**config.mk**
```make
export PLATFORM = sky130hd
export DESIGN_NAME = abf_queue
export DESIGN_NICKNAME = d
export VERILOG_FILES = /design/src/rtl/adaptive_bezier_flattening_unit_assert.svh /design/src/rtl/abf_pkg.sv /design/src/rtl/abf_queue.sv
export SDC_FILE = /design/constraint.sdc
export NUM_CORES = 1
export LEC_CHECK = 0
export ABC_CLOCK_PERIOD_IN_PS = 19900
export BUFFER_PORTS_ARGS = -buffer_cell sky130_fd_sc_hd__clkbuf_2
export CORE_ASPECT_RATIO = 1.1
export CORE_MARGIN = 1
export CORE_UTILIZATION = 28
export CTS_CLUSTER_SIZE = 28
export DETAILED_ROUTE_END_ITERATION = 10
export PLACE_DENSITY = 0.58
export SYNTH_ARGS = -nofsm -noshare
export SYNTH_HDL_FRONTEND = slang
export SYNTH_SLANG_ARGS = --single-unit
```
**constraint.sdc**
```tcl
create_clock -name clk -period 19.9 [get_ports clk]
set_clock_uncertainty 0.15 [all_clocks]
set_input_delay 3.98 -clock clk [delete_from_list [all_inputs] [get_ports clk]]
set_output_delay 3.98 -clock clk [all_outputs]
set_load 0.05 [all_outputs]
```
**src/rtl/adaptive_bezier_flattening_unit_assert.svh**
```systemverilog
// Assertion macros for the Bezier flattening unit.
// Included by the top level; relies on the clk and rst_n names in scope.
`ifndef ADAPTIVE_BEZIER_FLATTENING_UNIT_ASSERT_SVH
`define ADAPTIVE_BEZIER_FLATTENING_UNIT_ASSERT_SVH
`ifndef SYNTHESIS
`define ABF_ASSERT(label, cond) \
    label: assert property (@(posedge clk) disable iff (!rst_n) (cond)) \
        else $error("assertion failed");
`define ABF_ASSERT_NEXT(label, ante, cons) \
    label: assert property (@(posedge clk) disable iff (!rst_n) (ante) |=> (cons)) \
        else $error("assertion failed");
`else
`define ABF_ASSERT(label, cond)
`define ABF_ASSERT_NEXT(label, ante, cons)
`endif
`endif

```
**src/rtl/abf_pkg.sv**
```systemverilog
// Shared types and constants of the Bezier flattening unit.
// No dependencies; every module that uses it refers to it by scoped names.
package abf_pkg;

    localparam int COORD_W       = 22;
    localparam int MAX_LEVEL_DEF = 5;
    localparam int QUEUE_DEPTH   = 2;

    localparam logic [2:0]  LEVEL_RESET = 3'd5;
    localparam logic [15:0] TOL_RESET   = 16'd64;

    // Configuration register indexes.
    localparam logic REG_MAX_LEVEL = 1'b0;
    localparam logic REG_FLAT_TOL  = 1'b1;

    typedef logic signed [COORD_W-1:0] coord_t;
    // Entries 0..7: p1x, p1y, p2x, p2y, p3x, p3y, p4x, p4y.
    typedef coord_t [7:0] seg_t;

    typedef struct packed {
        logic full;
        logic empty;
    } queue_stat_t;

    typedef struct packed {
        logic start;
    } flat_req_t;

    typedef struct packed {
        logic done;
        logic flat;
    } flat_rsp_t;

endpackage

```
**src/rtl/abf_queue.sv**
```systemverilog
// Short curve queue between the front and back ends.
// Depends on abf_pkg for the segment type and the depth.
module abf_queue
(
    input  logic                clk,
    input  logic                rst_n,
    input  logic                push,
    input  abf_pkg::seg_t       push_data,
    input  logic                pop,
    output abf_pkg::seg_t       head,
    output abf_pkg::queue_stat_t stat
);

    localparam int QAW = (abf_pkg::QUEUE_DEPTH > 1) ? $clog2(abf_pkg::QUEUE_DEPTH) : 1;
    localparam int QCW = $clog2(abf_pkg::QUEUE_DEPTH + 1);

    abf_pkg::seg_t    store_reg [abf_pkg::QUEUE_DEPTH];
    logic [QAW-1:0]   wr_ptr_reg;
    logic [QAW-1:0]   rd_ptr_reg;
    logic [QCW-1:0]   count_reg;

    assign stat.full  = (count_reg == QCW'(abf_pkg::QUEUE_DEPTH));
    assign stat.empty = (count_reg == '0);
    assign head       = store_reg[rd_ptr_reg];

    always_ff @(posedge clk or negedge rst_n)
    begin
        if (!rst_n)
        begin
            wr_ptr_reg <= '0;
            rd_ptr_reg <= '0;
            count_reg  <= '0;
        end
        else
        begin
            if (push)
            begin
                wr_ptr_reg <= (wr_ptr_reg == QAW'(abf_pkg::QUEUE_DEPTH - 1)) ?
                              '0 : wr_ptr_reg + 1'b1;
            end
            if (pop)
            begin
                rd_ptr_reg <= (rd_ptr_reg == QAW'(abf_pkg::QUEUE_DEPTH - 1)) ?
                              '0 : rd_ptr_reg + 1'b1;
            end
            if (push && !pop)
            begin
                count_reg <= count_reg + 1'b1;
            end
            else if (pop && !push)
            begin
                count_reg <= count_reg - 1'b1;
            end
        end
    end

    always_ff @(posedge clk)
    begin
        if (push)
        begin
            store_reg[wr_ptr_reg] <= push_data;
        end
    end

endmodule

```
==> out/metrics.yaml <==
postCtsHoldBufs: 0
die_h_microns: 232
cts_sinks: 356
cts_tree: "done"
rows: 83
drt-initial-drc-count: 253
outcome: "finished, final reports clean"
grt_max_degree: 71
antenna_found_initial: 2
drc_errors: 0
rr_startpoint: "wr_ptr_reg$_DFFE_PN0P_"
htreeDepth: 2
final.setup.tns_ps: 0
io_buffers: 357
maxSlewViolCount: 0
cp_common_cell: "buf_4"
fin_nets: 1131
path_class: "reg -> out"
cts_made_buffers: 39
coreArea_sq_mm: 0.0470
worstSkewPairLatency_ps: 530
drive_gt1_share_pct: 61.8
cp.required_ps: 15770
initial_core_util_pct: 28.5
gr-total-overflow: 0
dieArea_sq_mm: 0.0488
dp_hpwl_mm: 18.6
cts.path.max_buffers: 3
cp.arrival_ps: 3540
syn2layout_area_growth_pct: 27.8
largest_register_ffs: 352
place.gp.congestion: 0.752
post_cts_buffers: 0
use_met3_pct: 4.49
slew_headroom_pct: 33.6
min_period_over_period_pct: 38.6
synth_area_sq_mm: 0.0134
diodes: 0
viasPerCell: 4.02
use_met2_pct: 17.8
syn-num-nets: 745
syn-mean-instance-area_sq_um: 23.8
cp_max_fo: 52
crit_chain: "buf_4 -> buf_4 -> mux2_2 -> clkbuf_2"
dr.pass1.iters: 6
max_freq_mhz: 130
crit_slowest_cell: "buf_4"
hold_viol: 0
worstSetupEndpointType: "output port"
p_leak_nw: 6.80
hold_path_depth: 1
rr_worst_depth: 3
grt_pass1_wl_mm: 39.9
yosysWarnings: 0
grtUsageMet1_pct: 12.7
place_ws_ps: 12650
whs_endpoint: "count_reg[1]$_DFFE_PN0P_"
cts_root_buf: "clkbuf_16"
cts-resized-gates: 0
min_path_type: "reg -> reg"
min-delay-start: "count_reg[1]$_DFFE_PN0P_"
p_per_area_mw_per_mm2: 172
slowest_delay_ps: 810
yosys_register_bits: 356
clk_pin_slew_worst_paths_ps: 60
grt_pass1_vias: 6771
wl_mm: 27.3
ant_nets: 0
synth_cell_types: 13
rsz0062_at_grt: "false"
peakVddDrop_uv: 98.1
rrSetupSlack_ps: 17070
worst_pin_slew_ps: 996
setup_violations: 0
pin_count: 358
yosysSeqAreaShare_pct: 79.5
path_delay_family: "buffers and inverters"
synthCells: 564
die_x_microns: 211
cap_viol_max_count: 0
setup_slack_ps: 12230
wl_per_cell_microns: 16.9
top_usage_layer: "met2"
gr-usage-all-layers_pct: 10.9
fin_crit_ps: 7670
rr_endpoint: "store_reg[0][90]$_DFFE_PP_"
critPathBufInv: 3
num_vias: 6483
crit_path_start_kind: "register"
[layer usage]
| metal | vias to the layer above | part of all wire, % |
|---|---|---|
| met5 | - | 0.044 |
| met4 | 2 | 2.5 |
| met3 | 50 | 9.1 |
| met2 | 240 | 48 |
| met1 | 3170 | 40 |
| li1 | 3021 | - |
[final cells by class]
type	count	area (sq um)
clock buffer	47	1040
clock inverter	20	241
fill	4462	29900
inverter	1	3.75
multi-input combinational	187	2560
sequential	356	10700
tap	637	797
timing repair buffer	365	1850
[stage by stage]
stage               total power, mW  hold slack [ps]  area (sq um)  std cells  utilization (%)
detailed placement             2.27              330         15900       1546             33.8
floorplan                      2.07              305         13400        564                -
CTS                            3.00              341         17200       1613             36.5
global placement               2.26              322         15900       1546             33.8
global route                   3.07              363         17200       1613             36.5
finish                         2.95              339         17200       1613             36.5
[cells in the final DEF (no fill, tap or decap)]
cell / Yosys / layout
and2_4: 0 / 1
buf_4: 0 / 8
bufinv_16: 0 / 5
clkbuf_1: 0 / 5
clkbuf_16: 0 / 39
clkbuf_2: 0 / 357
clkbuf_8: 0 / 3
clkinv_1: 0 / 3
clkinv_2: 0 / 6
clkinv_4: 0 / 2
clkinvlp_4: 0 / 2
dfrtp_1: 4 / 3
dfrtp_4: 0 / 1
edfxtp_1: 352 / 352
ha_1: 1 / 1
inv_1: 1 / 1
inv_6: 0 / 2
mux2_2: 46 / 46
mux2_4: 130 / 130
nor2_1: 2 / 2
nor2b_1: 2 / 1
nor2b_4: 0 / 1
xnor2_1: 1 / 1
xor2_1: 4 / 4
[cell usage after synthesis (all sizes together)]
cell | instances | area share [%]
edfxtp | 352 | 79
dfrtp | 4 | 0.75
and2 | 1 | 0.047
xor2 | 4 | 0.26
xnor2 | 1 | 0.065
nor2 | 2 | 0.056
inv | 1 | 0.028
nor2b | 2 | 0.093
mux2 | 176 | 18
ha | 1 | 0.093
buf | 20 | 1.5
[report_power, final]
part | internal, mW | switching [mW] | total (mW)
combinational | 0.355 | 0.826 | 1.18
sequential | 0.997 | 0.0520 | 1.05
clock | 0.436 | 0.280 | 0.716
total | 1.79 | 1.16 | 2.95
[cells by family after synthesis]
family | after synthesis | share of synthesized area, %
xor gates and xnor gates | 5 | 0.326
adders and majority gates | 1 | 0.0932
buffers and inverters | 21 | 1.52
DFF | 356 | 79.5
muxes | 176 | 18.4
and+or+nand+nor | 5 | 0.196
[worst max-delay path by stage]
stage / from / to / slack [ps] / cells past startpoint
after global routing: rd_ptr_reg$_DFFE_PN0P_ / head[163] / 11950 / 4
after floorplan: push / store_reg[0][0]$_DFFE_PP_ / 7440 / 1
final: rd_ptr_reg$_DFFE_PN0P_ / head[162] / 12230 / 4
after CTS: rd_ptr_reg$_DFFE_PN0P_ / head[11] / 12040 / 4
after detailed placement: rd_ptr_reg$_DFFE_PN0P_ / head[11] / 12650 / 4
after global placement: rd_ptr_reg$_DFFE_PN0P_ / head[11] / 12690 / 4
Power figures use the tool's default switching activity.
