[src/rtl/adaptive_bezier_flattening_unit_assert.svh]
// Assertion macros for the Bezier flattening unit.
// Included by the top level; relies on the clk and rst_n names in scope.
`ifndef ADAPTIVE_BEZIER_FLATTENING_UNIT_ASSERT_SVH
`define ADAPTIVE_BEZIER_FLATTENING_UNIT_ASSERT_SVH
`ifndef SYNTHESIS
`define ABF_ASSERT(label, cond) \
    label: assert property (@(posedge clk) disable iff (!rst_n) (cond)) \
        else $error("assertion failed");
`define ABF_ASSERT_NEXT(label, ante, cons) \
    label: assert property (@(posedge clk) disable iff (!rst_n) (ante) |=> (cons)) \
        else $error("assertion failed");
`else
`define ABF_ASSERT(label, cond)
`define ABF_ASSERT_NEXT(label, ante, cons)
`endif
`endif

[src/rtl/abf_pkg.sv]
// Shared types and constants of the Bezier flattening unit.
// No dependencies; every module that uses it refers to it by scoped names.
package abf_pkg;

    localparam int COORD_W       = 22;
    localparam int MAX_LEVEL_DEF = 5;
    localparam int QUEUE_DEPTH   = 2;

    localparam logic [2:0]  LEVEL_RESET = 3'd5;
    localparam logic [15:0] TOL_RESET   = 16'd64;

    // Configuration register indexes.
    localparam logic REG_MAX_LEVEL = 1'b0;
    localparam logic REG_FLAT_TOL  = 1'b1;

    typedef logic signed [COORD_W-1:0] coord_t;
    // Entries 0..7: p1x, p1y, p2x, p2y, p3x, p3y, p4x, p4y.
    typedef coord_t [7:0] seg_t;

    typedef struct packed {
        logic full;
        logic empty;
    } queue_stat_t;

    typedef struct packed {
        logic start;
    } flat_req_t;

    typedef struct packed {
        logic done;
        logic flat;
    } flat_rsp_t;

endpackage

[src/rtl/abf_back.sv]
// Back end: depth-first de Casteljau subdivision with a stack of right halves.
// Depends on abf_pkg; uses abf_flat for the test and drives the point channel.
module abf_back
#(
    parameter int  MAX_LEVEL = abf_pkg::MAX_LEVEL_DEF,
    localparam int SPW       = $clog2(MAX_LEVEL + 1)
)
(
    input  logic                 clk,
    input  logic                 rst_n,
    input  logic [SPW-1:0]       limit,
    input  abf_pkg::seg_t        q_head,
    input  abf_pkg::queue_stat_t q_stat,
    output logic                 q_pop,
    output abf_pkg::flat_req_t   flat_req,
    input  abf_pkg::flat_rsp_t   flat_rsp,
    output abf_pkg::seg_t        seg,
    output logic                 out_valid,
    input  logic                 out_stall,
    output logic signed [21:0]   point_x,
    output logic signed [21:0]   point_y,
    output logic                 last_point
);

    localparam int AW = (MAX_LEVEL > 1) ? $clog2(MAX_LEVEL) : 1;

    typedef enum logic [6:0] {
        B_IDLE  = 7'b0000001,
        B_CHECK = 7'b0000010,
        B_WAIT  = 7'b0000100,
        B_SPLIT = 7'b0001000,
        B_EMIT  = 7'b0010000,
        B_POP   = 7'b0100000,
        B_LOAD  = 7'b1000000
    } bstate_t;

    typedef struct packed {
        abf_pkg::seg_t  seg;
        logic [SPW-1:0] lvl;
    } ent_t;

    bstate_t        state_reg, state_next;
    logic [SPW-1:0] lvl_reg, sp_reg;
    logic           out_valid_reg;
    abf_pkg::seg_t  seg_reg;
    ent_t           stack_mem [MAX_LEVEL];
    ent_t           rd_q;

    abf_pkg::seg_t  left, right;
    logic [SPW-1:0] sp_m1;
    logic           slot_free;
    logic           emit;

    function automatic abf_pkg::coord_t mid(input abf_pkg::coord_t a, input abf_pkg::coord_t b);
        logic signed [22:0] s;
        s = {a[21], a} + {b[21], b};
        return s[22:1];
    endfunction

    assign seg       = seg_reg;
    assign out_valid = out_valid_reg;
    assign sp_m1     = sp_reg - 1'b1;
    assign slot_free = !out_valid_reg || !out_stall;
    assign emit      = (state_reg == B_EMIT) && slot_free;

    always_comb
    begin
        for (int k = 0; k < 2; k++)
        begin
            abf_pkg::coord_t p12, p23, p34, p123, p234, p1234;
            p12   = mid(seg_reg[k], seg_reg[2+k]);
            p23   = mid(seg_reg[2+k], seg_reg[4+k]);
            p34   = mid(seg_reg[4+k], seg_reg[6+k]);
            p123  = mid(p12, p23);
            p234  = mid(p23, p34);
            p1234 = mid(p123, p234);
            left[k]    = seg_reg[k];
            left[2+k]  = p12;
            left[4+k]  = p123;
            left[6+k]  = p1234;
            right[k]   = p1234;
            right[2+k] = p234;
            right[4+k] = p34;
            right[6+k] = seg_reg[6+k];
        end
    end

    always_comb
    begin
        state_next     = state_reg;
        q_pop          = 1'b0;
        flat_req.start = 1'b0;
        unique case (state_reg)
            B_IDLE:
            begin
                if (!q_stat.empty)
                begin
                    q_pop      = 1'b1;
                    state_next = B_CHECK;
                end
            end
            B_CHECK:
            begin
                if (lvl_reg >= limit)
                begin
                    state_next = B_EMIT;
                end
                else
                begin
                    flat_req.start = 1'b1;
                    state_next     = B_WAIT;
                end
            end
            B_WAIT:
            begin
                if (flat_rsp.done)
                begin
                    state_next = flat_rsp.flat ? B_EMIT : B_SPLIT;
                end
            end
            B_SPLIT: state_next = B_CHECK;
            B_EMIT:
            begin
                if (slot_free)
                begin
                    state_next = (sp_reg == '0) ? B_IDLE : B_POP;
                end
            end
            B_POP:   state_next = B_LOAD;
            B_LOAD:  state_next = B_CHECK;
            default: state_next = B_IDLE;
        endcase
    end

    always_ff @(posedge clk or negedge rst_n)
    begin
        if (!rst_n)
        begin
            state_reg     <= B_IDLE;
            lvl_reg       <= '0;
            sp_reg        <= '0;
            out_valid_reg <= 1'b0;
        end
        else
        begin
            state_reg <= state_next;
            if (state_reg == B_IDLE)
            begin
                lvl_reg <= '0;
                sp_reg  <= '0;
            end
            else if (state_reg == B_SPLIT)
            begin
                lvl_reg <= lvl_reg + 1'b1;
                sp_reg  <= sp_reg + 1'b1;
            end
            else if (state_reg == B_LOAD)
            begin
                lvl_reg <= rd_q.lvl;
                sp_reg  <= sp_m1;
            end
            if (emit)
            begin
                out_valid_reg <= 1'b1;
            end
            else if (!out_stall)
            begin
                out_valid_reg <= 1'b0;
            end
        end
    end

    always_ff @(posedge clk)
    begin
        if (q_pop)
        begin
            seg_reg <= q_head;
        end
        else if (state_reg == B_SPLIT)
        begin
            seg_reg <= left;
        end
        else if (state_reg == B_LOAD)
        begin
            seg_reg <= rd_q.seg;
        end
        if (emit)
        begin
            point_x    <= seg_reg[6];
            point_y    <= seg_reg[7];
            last_point <= (sp_reg == '0);
        end
    end

    // Right halves wait here until the left half is finished.
    always_ff @(posedge clk)
    begin
        if (state_reg == B_SPLIT)
        begin
            stack_mem[sp_reg[AW-1:0]] <= '{seg: right, lvl: lvl_reg + 1'b1};
        end
        if (state_reg == B_POP)
        begin
            rd_q <= stack_mem[sp_m1[AW-1:0]];
        end
    end

endmodule

[config.mk]
export PLATFORM = sky130hd
export DESIGN_NAME = abf_back
export DESIGN_NICKNAME = d
export VERILOG_FILES = /design/src/rtl/adaptive_bezier_flattening_unit_assert.svh /design/src/rtl/abf_pkg.sv /design/src/rtl/abf_back.sv
export SDC_FILE = /design/constraint.sdc
export NUM_CORES = 2
export LEC_CHECK = 0
export BUFFER_PORTS_ARGS = -buffer_cell sky130_fd_sc_hd__buf_4
export CORE_MARGIN = 2
export CORE_UTILIZATION = 65
export CTS_CLUSTER_SIZE = 40
export DETAILED_ROUTE_END_ITERATION = 10
export PLACE_DENSITY = 0.93
export SLEW_MARGIN = 20
export SYNTH_ARGS = -nofsm -noshare
export SYNTH_HDL_FRONTEND = slang
export SYNTH_SLANG_ARGS = --single-unit
export TNS_END_PERCENT = 20
[constraint.sdc]
create_clock -name clk -period 43.1 [get_ports clk]
set_input_delay 4.31 -clock clk [delete_from_list [all_inputs] [get_ports clk]]
set_output_delay 4.31 -clock clk [all_outputs]
set_load 0.01 [all_outputs]
==> results.json <==
{
  "status": "finished, final reports clean",
  "grt_pass1_wl_um": 243000,
  "maxSlewViolCount": 0,
  "hpwlAfterDp_um": 102000,
  "max_slew_margin": 0.255,
  "timing.final.crit_period_ns": 9.92,
  "wire_per_inst_um": 28.2,
  "clock_path_buffers": 3,
  "syn2layout_area_growth_pct": 13.4,
  "fin_skew_ns": 0.0317,
  "largest_reg_flops": 895,
  "crit_type": "primary input to output port",
  "clkTransAtPathRegs_ns": 0.06,
  "cts_made_buffers": 133,
  "synthTopCellsByArea": "edfxtp_1, mux4_2, ha_1, mux2_2, nand2_1",
  "rsz0062_at_grt": "false",
  "cp.arrival_ns": 5.61,
  "synth_seq_area_share": 0.635,
  "regArea_um2": 39200,
  "track_usage": 0.334,
  "antenna_found_initial": 2,
  "synth_enable_flop_cells": 1295,
  "setup_tns_ns": 0,
  "place_congestion": 0.948,
  "core-area_um2": 94600,
  "synth.avg_cell_area_um2": 15.1,
  "setup_violations": 0,
  "dieArea_um2": 97500,
  "firstDrtPassIters": 8,
  "pin_count": 410,
  "syn_nets": 4555,
  "post_cts_buffers": 0,
  "cts_root_buffer": "clkbuf_16",
  "yosys.area.top_type": "edfxtp_1",
  "hold_violations": 0,
  "yosysWarnings": 0,
  "clk_latency_ns": 0.76,
  "async_reset_ff_frac": 0.0107,
  "yosysMostFrequentCell": "edfxtp_1",
  "hold_class": "register to register",
  "cts_resized": 0,
  "cts_tree": "built",
  "synth_top_area_frac": 0.630,
  "fmaxAchievable_mhz": 101,
  "synth_cell_type_count": 107,
  "ys.flop_type": "edfxtp_1",
  "cap_violations": 0,
  "drt_iter0_drc": 5287,
  "postRouteAntennaNets": 0,
  "synth.ff_latch_count": 1309,
  "die_w_um": 312,
  "rows": 113,
  "overflow": 0,
  "numPortBuffers": 408,
  "cp.required_ns": 38.79,
  "via_per_inst": 6.79,
  "drc": 0,
  "worstPathMaxFanout": 2,
  "nFillCells": 5396,
  "wl_um": 164000,
  "grt_max_degree": 134,
  "multiInputGateArea_um2": 21100,
  "period_share": 0.230,
  "vias": 39600,
  "ctsHoldBuffers": 0,
  "htreeDepth": 4,
  "tightest_slew_ns": 1.12,
  "antenna_cells": 0,
  "layout-drive-gt1-share": 0.236,
  "netlist_area_um2": 61800,
  "synth_common_cells": "edfxtp_1, nand2_1, ha_1, mux2_2, a21oi_1",
  "first_global_vias": 39300,
  "nets": 4914,
  "crit_path_start_kind": "primary input",
  "crit_path_end_kind": "output port",
  "synth_cells": 4098,
  "cts_num_sinks": 1309,
  "start_util": 0.653,
  "die_h_um": 312
}
## logic make-up after synthesis
family	after synthesis	share of synthesized area
adder cells (fa/ha/maj)	271	0.0564
buffers and inverters	306	0.0240
flip-flops	1309	0.635
AO/OA/AOI/OAI	830	0.0926
multiplexers	365	0.0992
AND/OR/NAND/NOR	790	0.0582
XOR/XNOR	227	0.0342
## worst paths after layout
check,startpoint,to,slack [ns],depth (start not counted)
min reg2reg,rd_q[116],seg[113],0.50,2
max in group asynchronous,rst_n,state_reg[0],39.46,1
min in group asynchronous,rst_n,state_reg[3],3.40,1
max reg2reg,seg[132],seg[152],34.99,31
max,limit[0],flat_req,33.18,7
min,rd_q[116],seg[113],0.50,2
## layer usage
layer  up-vias  part of all wire  GRT usage
met5         -                 0          0
met4         0             0.049      0.156
met3       528              0.11     0.0737
met2      2841              0.46      0.518
met1     19600              0.37      0.457
li1      16600                 -          -
## final cells by class
class | count | share of cell area
Clock inverter | 86 | 0.0124
Tap cell | 1265 | 0.0226
Sequential cell | 1309 | 0.561
Inverter | 86 | 0.00461
Multi-Input combinational cell | 2483 | 0.302
Timing Repair Buffer | 444 | 0.0489
Clock buffer | 155 | 0.0490
## worst max-delay path: stages
cell,delay (ns)
buf_4,0.11
ha_1,0.27
nand2b_1,0.14
a21o_1,0.17
a21o_1,0.19
nor3_1,0.25
buf_4,0.17
## cells in the final DEF (no fill, tap or decap), types with 27 or more instances in the layout
master / count
buf_4: 437
nand2_1: 410
o21ai_0: 147
nor2_1: 138
xnor2_1: 154
mux4_2: 179
nor3_1: 36
a22oi_1: 117
inv_1: 86
a211oi_1: 27
mux2_2: 184
ha_1: 258
clkbuf_16: 134
o21a_1: 44
nand2b_1: 38
nor2b_1: 32
xor2_1: 63
a21o_1: 92
edfxtp_1: 1295
a21oi_1: 181
o21bai_1: 33
## stage by stage
step	cells	hold WS, ns	setup WS, ns	utilization	cell area (µm²)
floorplan	4098	0.457	23.06	-	61800
global placement	5587	0.477	33.20	0.695	65700
detailed placement	5587	0.491	33.17	0.695	65700
CTS	5828	0.519	33.17	0.740	70000
global route	5828	0.542	33.13	0.740	70000
finish	5828	0.502	33.18	0.740	70000
Power is left out: the tool's default activity adds up to more than one toggle a clock period on the data nets, which glitch-free logic cannot reach.
