<file path="config.mk">
export PLATFORM = sky130hd
export DESIGN_NAME = abf_front
export DESIGN_NICKNAME = d
export VERILOG_FILES = /design/src/rtl/adaptive_bezier_flattening_unit_assert.svh /design/src/rtl/abf_pkg.sv /design/src/rtl/abf_front.sv
export SDC_FILE = /design/constraint.sdc
export NUM_CORES = 1
export LEC_CHECK = 0
export BUFFER_PORTS_ARGS = -buffer_cell sky130_fd_sc_hd__buf_2
export CAP_MARGIN = 20
export CORE_MARGIN = 2
export CORE_UTILIZATION = 40
export CTS_CLUSTER_SIZE = 20
export DETAILED_ROUTE_END_ITERATION = 6
export GPL_ROUTABILITY_DRIVEN = 0
export PLACE_DENSITY_LB_ADDON = 0.2
export SETUP_SLACK_MARGIN = 0.05
export SLEW_MARGIN = 30
export SYNTH_ARGS = -nofsm -noshare
export SYNTH_HDL_FRONTEND = slang
export SYNTH_SLANG_ARGS = --single-unit
</file>
<file path="constraint.sdc">
create_clock -name clk -period 10.9 [get_ports clk]
set_input_delay 0 -clock clk [delete_from_list [all_inputs] [get_ports clk]]
set_output_delay 0 -clock clk [all_outputs]
set_load 0.005 [all_outputs]
</file>
<file path="src/rtl/adaptive_bezier_flattening_unit_assert.svh">
// Assertion macros for the Bezier flattening unit.
// Included by the top level; relies on the clk and rst_n names in scope.
`ifndef ADAPTIVE_BEZIER_FLATTENING_UNIT_ASSERT_SVH
`define ADAPTIVE_BEZIER_FLATTENING_UNIT_ASSERT_SVH
`ifndef SYNTHESIS
`define ABF_ASSERT(label, cond) \
    label: assert property (@(posedge clk) disable iff (!rst_n) (cond)) \
        else $error("assertion failed");
`define ABF_ASSERT_NEXT(label, ante, cons) \
    label: assert property (@(posedge clk) disable iff (!rst_n) (ante) |=> (cons)) \
        else $error("assertion failed");
`else
`define ABF_ASSERT(label, cond)
`define ABF_ASSERT_NEXT(label, ante, cons)
`endif
`endif

</file>
<file path="src/rtl/abf_pkg.sv">
// Shared types and constants of the Bezier flattening unit.
// No dependencies; every module that uses it refers to it by scoped names.
package abf_pkg;

    localparam int COORD_W       = 22;
    localparam int MAX_LEVEL_DEF = 5;
    localparam int QUEUE_DEPTH   = 2;

    localparam logic [2:0]  LEVEL_RESET = 3'd5;
    localparam logic [15:0] TOL_RESET   = 16'd64;

    // Configuration register indexes.
    localparam logic REG_MAX_LEVEL = 1'b0;
    localparam logic REG_FLAT_TOL  = 1'b1;

    typedef logic signed [COORD_W-1:0] coord_t;
    // Entries 0..7: p1x, p1y, p2x, p2y, p3x, p3y, p4x, p4y.
    typedef coord_t [7:0] seg_t;

    typedef struct packed {
        logic full;
        logic empty;
    } queue_stat_t;

    typedef struct packed {
        logic start;
    } flat_req_t;

    typedef struct packed {
        logic done;
        logic flat;
    } flat_rsp_t;

endpackage

</file>
<file path="src/rtl/abf_front.sv">
// Front end: takes one curve beat, widens it to Q16.6 and raises quadratics.
// Depends on abf_pkg; feeds abf_queue.
module abf_front
(
    input  logic                 clk,
    input  logic                 rst_n,
    input  logic                 in_valid,
    output logic                 in_stall,
    input  logic signed [15:0]   start_x,
    input  logic signed [15:0]   start_y,
    input  logic signed [15:0]   ctrl1_x,
    input  logic signed [15:0]   ctrl1_y,
    input  logic signed [15:0]   ctrl2_x,
    input  logic signed [15:0]   ctrl2_y,
    input  logic signed [15:0]   end_x,
    input  logic signed [15:0]   end_y,
    input  logic                 is_quadratic,
    output logic                 push,
    output abf_pkg::seg_t        push_data,
    input  abf_pkg::queue_stat_t q_stat
);

    // floor(n / 3) = (n * DIV3_K) >> DIV3_SHIFT for every n below 2^23.
    localparam int          DIV3_SHIFT = 25;
    localparam logic [23:0] DIV3_K     = 24'd11184811;

    typedef enum logic [4:0] {
        F_IDLE = 5'b00001,
        F_ABS  = 5'b00010,
        F_MUL  = 5'b00100,
        F_ADD  = 5'b01000,
        F_PUSH = 5'b10000
    } fstate_t;

    fstate_t            state_reg, state_next;
    logic [1:0]         k_reg, k_next;

    abf_pkg::seg_t      seg_reg;
    logic signed [15:0] sx_reg, sy_reg, qx_reg, qy_reg, ex_reg, ey_reg;
    logic [22:0]        n_reg;
    logic               neg_reg;
    logic [21:0]        quot_reg;

    logic               accept;
    logic signed [15:0] base16;
    logic signed [15:0] q16;
    logic signed [16:0] dq;
    logic [16:0]        adq;
    logic [22:0]        n_next;
    logic [46:0]        prod;
    logic signed [22:0] base_w;
    logic signed [22:0] offs;
    logic signed [22:0] ctl;

    assign in_stall  = (state_reg != F_IDLE);
    assign accept    = in_valid && (state_reg == F_IDLE);
    assign push_data = seg_reg;

    always_comb
    begin
        case (k_reg)
            2'd0:    base16 = sx_reg;
            2'd1:    base16 = sy_reg;
            2'd2:    base16 = ex_reg;
            default: base16 = ey_reg;
        endcase
        q16    = k_reg[0] ? qy_reg : qx_reg;
        dq     = {q16[15], q16} - {base16[15], base16};
        adq    = dq[16] ? 17'(-dq) : 17'(dq);
        // |2 * dq * 64| + 1; the low bits of the scaled value are zero.
        n_next = {adq[15:0], 7'b0000001};
        prod   = 47'(n_reg) * 47'(DIV3_K);
        base_w = {base16[15], base16, 6'b0};
        offs   = neg_reg ? -$signed({1'b0, quot_reg}) : $signed({1'b0, quot_reg});
        ctl    = base_w + offs;
    end

    always_comb
    begin
        state_next = state_reg;
        k_next     = k_reg;
        push       = 1'b0;
        unique case (state_reg)
            F_IDLE:
            begin
                k_next = 2'd0;
                if (in_valid)
                begin
                    state_next = is_quadratic ? F_ABS : F_PUSH;
                end
            end
            F_ABS:  state_next = F_MUL;
            F_MUL:  state_next = F_ADD;
            F_ADD:
            begin
                k_next     = k_reg + 1'b1;
                state_next = (k_reg == 2'd3) ? F_PUSH : F_ABS;
            end
            F_PUSH:
            begin
                if (!q_stat.full)
                begin
                    push       = 1'b1;
                    state_next = F_IDLE;
                end
            end
            default: state_next = F_IDLE;
        endcase
    end

    always_ff @(posedge clk or negedge rst_n)
    begin
        if (!rst_n)
        begin
            state_reg <= F_IDLE;
            k_reg     <= 2'd0;
        end
        else
        begin
            state_reg <= state_next;
            k_reg     <= k_next;
        end
    end

    always_ff @(posedge clk)
    begin
        if (accept)
        begin
            seg_reg[0] <= {start_x, 6'b0};
            seg_reg[1] <= {start_y, 6'b0};
            seg_reg[2] <= {ctrl1_x, 6'b0};
            seg_reg[3] <= {ctrl1_y, 6'b0};
            seg_reg[4] <= {ctrl2_x, 6'b0};
            seg_reg[5] <= {ctrl2_y, 6'b0};
            seg_reg[6] <= {end_x, 6'b0};
            seg_reg[7] <= {end_y, 6'b0};
            sx_reg     <= start_x;
            sy_reg     <= start_y;
            qx_reg     <= ctrl1_x;
            qy_reg     <= ctrl1_y;
            ex_reg     <= end_x;
            ey_reg     <= end_y;
        end
        if (state_reg == F_ABS)
        begin
            n_reg   <= n_next;
            neg_reg <= dq[16];
        end
        if (state_reg == F_MUL)
        begin
            quot_reg <= prod[DIV3_SHIFT+21:DIV3_SHIFT];
        end
        if (state_reg == F_ADD)
        begin
            seg_reg[{1'b0, k_reg} + 3'd2] <= ctl[21:0];
        end
    end

endmodule

</file>
==> impl_results.md <==
* Initial core utilization at 40.6%
* Slew headroom at 33.2%
* Synth Net Count at 2073
* Yosys cell types at 74
* Max-slew violations at 0
* Adder-cell share of the synthesized area at 25.3%
* Fin crit share at 65.9%
* Crit-path most repeated cell: fa_1
* Placed wire-length estimate at 35000 um
* Crit path time final at 7180 ps
* Die width at 208 um
* Initial antenna violation count at 1
* Sink Count at 254
* CP cell instances: ha_1 -> inv_1 -> fa_1 -> inv_1 -> fa_1 -> fa_1 -> inv_1 -> fa_1 -> fa_1 -> inv_1 -> fa_1 -> ha_1 -> and3_1 -> a221oi_1 -> o21ai_1 -> a31oi_1 -> o21bai_1 -> a31oi_1 -> o21ai_1 -> a2111o_1 -> o311ai_1
* Crit Path Class: reg -> reg
* Main synth FF type: edfxtp_1
* Worst path buffer plus inverter count at 4
* Mapped Area at 0.0166 mm^2
* Cell family with most CP delay: adder cells
* Fillcell total at 3748
* Initial drt markers at 750
* Layout Nets at 2505
* I/O pin total at 312
* Compound-Gate Fraction of Synth Area at 10.9%
* TritonCTS clock tree: built
* Drt first pass iters at 5
* Most common cell after layout, fill and taps aside: buf_2
* Most frequent cells in the layout: buf_2, nand2_1, ha_1, inv_1, edfxtp_1
* XOR/XNOR Fraction of Synth Area at 4.37%
* Post-synthesis sequential area ratio at 38.9%
* Layout Skew at 18.3 ps
* Total core area at 0.0409 mm^2
* Drt wl/cell at 17.3 um
* Critical path launch point type: flip-flop
* CP arrival at 7550 ps
* Mapped Avg Cell Area at 10.0 um^2
* Post-CTS Setup Inserts at 0
* Max FFs per register at 112
* CP max stage cell: fa_1
* CTS Buf Count at 28
* EDFF count, synth at 135
* TNS Setup at 0 ps
* Avg Vias per Cell at 5.07
* Final hold violations at 0
* Vias in the first global route at 13600
* Setup Viol. Count Final at 0
* Crit path max fanout at 5
* Clock transition at path regs at 60 ps
* Max-cap violations at 0
* Clk_lat worst skew at 560 ps
* Layout cells sized above 1 at 19.5%
* FF+latch count, synth at 254
* ANT nets after route at 0
* Pin count of the biggest net entering global routing at 98
* Outcome: completed
* RSZ-0062 raised after global routing: false
* Asr flop ratio synth at 2.76%
* Routed WL at 45700 um
* DRC errors left at 0
* Gates resized, CTS repair at 0
* Area delta synth->final at 26.4%
* Die Y at 208 um
* Crit path largest cell delay at 600 ps
* Fmax at 0.139 GHz
* Main combinational cell family by area after synthesis: adder cells
* Mux cell area share after synthesis at 2.27%
* YS warnings at 0
* CP endpoint kind: flip-flop
* Worst Path Required at 11270 ps
* Worst-margin pin slew at 1000 ps
* Synth Instances at 1656
* Vias at 13400
* Port-buffer cells at 310
* Maximum root-to-sink buffer count at 3
* H-tree lvl count at 1
* First-pass GRT wire length at 72700 um
* Die Area at 0.0432 mm^2
* Simple-Gate Fraction of Synth Area at 13.1%
* HP Class: in -> reg
* Final global-route overflow total at 0
* Cell Rows at 74
* Clock root buffer master: clkbuf_16
* GRT Util Overall at 20.8%
==> synthesized netlist by cell type, types with 36 or more instances <==
cell type    n  area share, %
edfxtp_1   135             24
nand2_1    298            6.7
clkbuf_1    45            1.0
xnor2_1     56            2.9
ha_1       195             15
a31oi_1     36            1.4
fa_1        88             11
dfxtp_1    112             13
nor2_1      68            1.5
inv_1      172            3.9
a21oi_1     41            1.2
o21ai_0     80            2.4
==> worst paths after layout <==
check | startpoint | to | slack (ps) | cells after the start
setup reg to reg | n_reg[10] | quot_reg[20] | 3720 | 21
max in group asynchronous | rst_n | k_reg[0] | 9640 | 4
min in group asynchronous | rst_n | state_reg[0] | 520 | 3
setup / recovery | n_reg[10] | quot_reg[20] | 3720 | 21
hold reg to reg | push_data[132] | push_data[132] | 450 | 1
hold / removal | end_y[6] | ey_reg[6] | 170 | 2
==> what timing repair did <==
item | 4_1_cts | 5_1_grt
hold buffers | 133 | 0
endpoints found under the setup margin | 0 | 0
hold endpoints to repair | 170 | 0
==> kinds of logic after synthesis <==
group | count (synthesis)
AO/OA/AOI/OAI | 282
XOR/XNOR | 83
adder cells (fa/ha/maj) | 284
buffers and inverters | 225
flip-flops | 254
multiplexers | 34
AND/OR/NAND/NOR | 494
==> final cells by class <==
type                            instances  area (um^2)  area share (%)
Multi-Input combinational cell       1177         9340            44.4
Clock buffer                           45          857            4.08
Antenna cell                            1         2.50          0.0119
Timing Repair Buffer                  452         2950            14.0
Sequential cell                       254         6470            30.8
Tap cell                              532          666            3.17
Inverter                              175          662            3.15
Clock inverter                          7         76.3           0.363
==> per-layer routing <==
metal  vias to the layer above  GRT usage, %  wire length, um
met5                         -             0                0
met4                         0          5.11             1010
met3                        74          4.65             3010
met2                       416          34.7            21600
met1                      6365          27.6            20100
li1                       6546             -                -
==> worst reg2reg max path, stage by stage, from the launching register on <==
cell and delay (ps):
edfxtp_1 460, ha_1 330, inv_1 80, fa_1 600, inv_1 120, fa_1 590
fa_1 580, inv_1 50, fa_1 480, fa_1 420, inv_1 70, fa_1 420
ha_1 320, and3_1 160, a221oi_1 360, o21ai_1 100, a31oi_1 450, o21bai_1 260
a31oi_1 490, o21ai_1 170, a2111o_1 390, o311ai_1 90
==> stage by stage <==
| stage | setup slack (ps) | utilization [%] | area (um^2) | instances | hold slack (ps) |
|---|---|---|---|---|---|
| final | 3720 | 51.4 | 21000 | 2643 | 167 |
| after global routing | 3240 | 51.4 | 21000 | 2643 | 152 |
| after CTS | 3670 | 51.4 | 21000 | 2642 | 140 |
| after detailed placement | 3710 | 45.8 | 18800 | 2457 | -157 |
| after global placement | 3750 | 45.8 | 18700 | 2457 | -156 |
| after floorplan | 4520 | - | 16600 | 1656 | -296 |
Power is not shown: default switching activity piles up to over one toggle a cycle in this logic, so the estimate is an artifact.
